## src/hw/rtl/sit_pkg.sv

```systemverilog
// Package with shared widths and the transaction type for the segment intersection test.
package sit_pkg;
  localparam int CoordBits = 16;
  localparam int FracBits = 16;
  localparam int DiffBits = CoordBits + 1;
  localparam int ProdBits = 2 * DiffBits;
  localparam int CrossBits = ProdBits + 1;
  localparam int MagBits = CrossBits - 1;
  localparam int QuoBits = FracBits + 1;
  localparam int NumCells = FracBits + 1;

  typedef struct packed {
    logic                 valid;
    logic                 hit;
    logic [MagBits-1:0]   rem;
    logic [MagBits-1:0]   den;
    logic [QuoBits-1:0]   quo;
  } div_t;
endpackage

```

## src/hw/rtl/sit_cell.sv

```systemverilog
// One restoring division cell that produces one quotient bit and passes on the remainder.
module sit_cell (
  input  logic          clk,
  input  logic          rst,
  input  logic          first,
  input  sit_pkg::div_t din,
  output sit_pkg::div_t dout
);
  localparam int M = sit_pkg::MagBits;

  logic [M:0]   shifted;
  logic [M:0]   diff;
  logic         ge;

  always_comb begin
    shifted = first ? {1'b0, din.rem} : {din.rem, 1'b0};
    diff = shifted - {1'b0, din.den};
    ge = !diff[M];
  end

  always_ff @(posedge clk) begin
    if (rst) begin
      dout.valid <= 1'b0;
    end else begin
      dout.valid <= din.valid;
    end
    dout.hit <= din.hit;
    dout.den <= din.den;
    dout.rem <= ge ? diff[M-1:0] : shifted[M-1:0];
    dout.quo <= {din.quo[sit_pkg::QuoBits-2:0], ge};
  end
endmodule

```

## config.mk

```make
export PLATFORM = sky130hd
export DESIGN_NAME = sit_cell
export DESIGN_NICKNAME = d
export VERILOG_FILES = /design/src/hw/rtl/sit_pkg.sv /design/src/hw/rtl/sit_cell.sv
export SDC_FILE = /design/constraint.sdc
export NUM_CORES = 1
export LEC_CHECK = 0
export BUFFER_PORTS_ARGS = -buffer_cell sky130_fd_sc_hd__buf_2
export CAP_MARGIN = 30
export CORE_UTILIZATION = 35
export DETAILED_ROUTE_END_ITERATION = 10
export PLACE_DENSITY = 0.59
export SLEW_MARGIN = 5
export SYNTH_ARGS = -nofsm -noshare
export SYNTH_HDL_FRONTEND = slang
export SYNTH_SLANG_ARGS = --single-unit
```

## constraint.sdc

```tcl
create_clock -name clk -period 6.5 [get_ports clk]
set_input_delay 0.975 -clock clk [delete_from_list [all_inputs] [get_ports clk]]
set_output_delay 0.975 -clock clk [all_outputs]
set_load 0.005 [all_outputs]
```

==> flow_summary.ini <==
[drt]
antenna_left = 0
drc = 0
drtPass1Iterations = 6
vias = 3925
wl_um = 10880
wl_per_cell_um = 12.89
drtIter0Drc = 143
routed_via_density = 4.650

[setup_path]
critPathCaptureType = flop
start_kind = primary input
crit_path_cell_trace = buf_2 > mux2_2 > ha_1 > a21oi_1 > a31oi_1 > o211ai_1 > a21oi_2 > nor4_1 > or2_4 > xor2_4 > inv_6 > mux2_2
startpoint = first
crit_type = primary input to flop
crit_path_max_incr_delay_ns = 0.57
crit_path_end = dout[81]$_DFF_P_
crit_top_cell = mux2_2
cp_slowest_cell = xor2_4
crit_required_ns = 6.75
cp_top_family = compound AO/OA/AOI/OAI gates
crit_buf_inv = 2
arrival_ns = 4.90
worstPathMaxFanout = 44
path_depth = 12

[sta]
whs_ns = 0.7242
tns_ns = 0
final.setup.worst_slack_ns = 1.854
worst_slew_pin_slew_ns = 0.6742
rsz0062_at_grt = no
slew_viol_final = 0
post-route-min-period_ns = 4.646
finalSetupViolCount = 0
fmax_ghz = 0.2153
report.final.hold_viol_count = 0
timing.final.crit_share = 0.7147
slew_headroom = 0.5498

[placed_design]
dp_hpwl_um = 8634
place_inst = 828
gp_congestion = 0.8277
place_area_um2 = 5519
port_buffers = 175
dp_slack_ns = 1.426

[grt]
grt_max_degree = 45
antenna_found_initial = 0
track_usage = 0.1639
grt_pass1_wl_um = 16880
grt_overflow_total = 0
grt_pass1_vias = 3616

[floorplanning]
core_area_um2 = 12620
start_util = 0.3577
pin_count = 177
dieWidth_um = 115.6
die_h_um = 115.6
std_cell_rows = 41
die-area_um2 = 13360

[cts]
cts_tree = built
cts_setup_buffers = 0
clkTransAtPathRegs_ns = 0.08
cts_made_buffers = 9
h-tree-depth = 3
clock-root-buffer = clkbuf_16
numClockSinks = 87
postCtsResizedCells = 0
clock_path_buffers = 2
ctsHoldBuffers = 0

[flow_run]
drv_cap = 0

[cells_and_area]
largest_reg_flops = 87
stdcell_area_um2 = 5826
reg_top3 = dout (87)
post-route-util = 0.4616
final_cell_mix = 175 x buf_2, 87 x dfxtp_1, 47 x inv_1, 39 x a21oi_1, 36 x nor2_1
insertedDiodeCount = 0
layout.cells.non_filler = 844
nets = 793
regMostFlops = dout
drive_gt1_frac = 0.3735
syn_to_final_growth_pct = 29.05
layout_commonest_cell = buf_2

[synth]
yosysTopAreaCell = dfxtp_1
synth_edf_count = 0
syn_inst = 494
yosysWarningCount = 0
synthArstFlopShare = 0
ys_types = 48
synth_nets = 620
synth-seq-cells = 87
yosysTopAreaCellShare = 0.3858
netlist_top_cells_area = dfxtp_1 39%, ha_1 9.7%, mux2_2 8.2%
syn-cell-area_um2 = 4514
synth-main-ff-cell = dfxtp_1
ys_seq_area_frac = 0.3858
syn_avg_cell_area_um2 = 9.138

[power]
total_power_mw = 1.655
vdd_drop_max_uv = 106.9
powerDensity_nw_per_um2 = 284.1
power_leakage_nw = 2.840

[hold_path]
hp-class = primary input to flop

[status]
outcome = finished, final reports clean
==> cells in the mapped netlist (all sizes together), types with 2 or more instances <==
cell	number
o21a	3
o21ai	35
nor2b	3
inv	48
or3	2
and4	2
dfxtp	87
o22ai	3
xor2	15
o21bai	4
ha	35
o31ai	3
buf	8
and2	4
mux2i	2
a21o	12
a211oi	2
xnor2	16
a31oi	4
o211ai	4
nand2	34
nand4	5
a21oi	58
mux2	33
clkbuf	6
nand3	7
or2	2
nand2b	4
nor4	2
nor3	6
nor2	36
==> layout make-up <==
type	instances	area, um^2
clock inverters	7	81.33
repair buffers	176	883.3
well taps	172	215.2
inverters	48	185.2
multi-input cells	345	2494
flip-flops and latches	87	1742
fillers	1284	6794
clock buffers	9	225.2
==> routing by layer <==
layer  share of wire  routed length [um]  track usage
met2            0.46                4969       0.2695
met1            0.46                5047       0.2026
met4           0.017                 189      0.06320
met3           0.062                 671      0.04655
met5               0                   0            0
==> report_power, final <==
group	switching, mW	internal, mW
logic	0.271	0.220
registers	0.0182	0.613
clock network	0.230	0.302
==> cell families (layout without fill, tap and decap cells) <==
logic type / after synthesis / in the layout / synth area share
AOI/OAI and AO/OA: 133 / 133 / 0.1846
and+or+nand+nor: 110 / 110 / 0.1153
DFF: 87 / 87 / 0.3858
buffers and inverters: 62 / 240 / 0.06181
adders and majority gates: 36 / 36 / 0.1014
muxes: 35 / 35 / 0.08675
xor gates and xnor gates: 31 / 31 / 0.06430
==> worst min-delay path by stage <==
stage,from,endpoint,slack [ns],depth (start not counted)
5_1_grt,din[10],dout[11]$_DFF_P_,0.70,1
6_report,din[1],dout[2]$_DFF_P_,0.72,1
4_1_cts,din[1],dout[2]$_DFF_P_,0.70,1
3_5_place_dp,din[1],dout[2]$_DFF_P_,1.08,1
2_1_floorplan,din[9],dout[10]$_DFF_P_,1.00,0
3_3_place_gp,din[13],dout[14]$_DFF_P_,1.08,1
No activity file was read; power rests on OpenSTA's default activity.
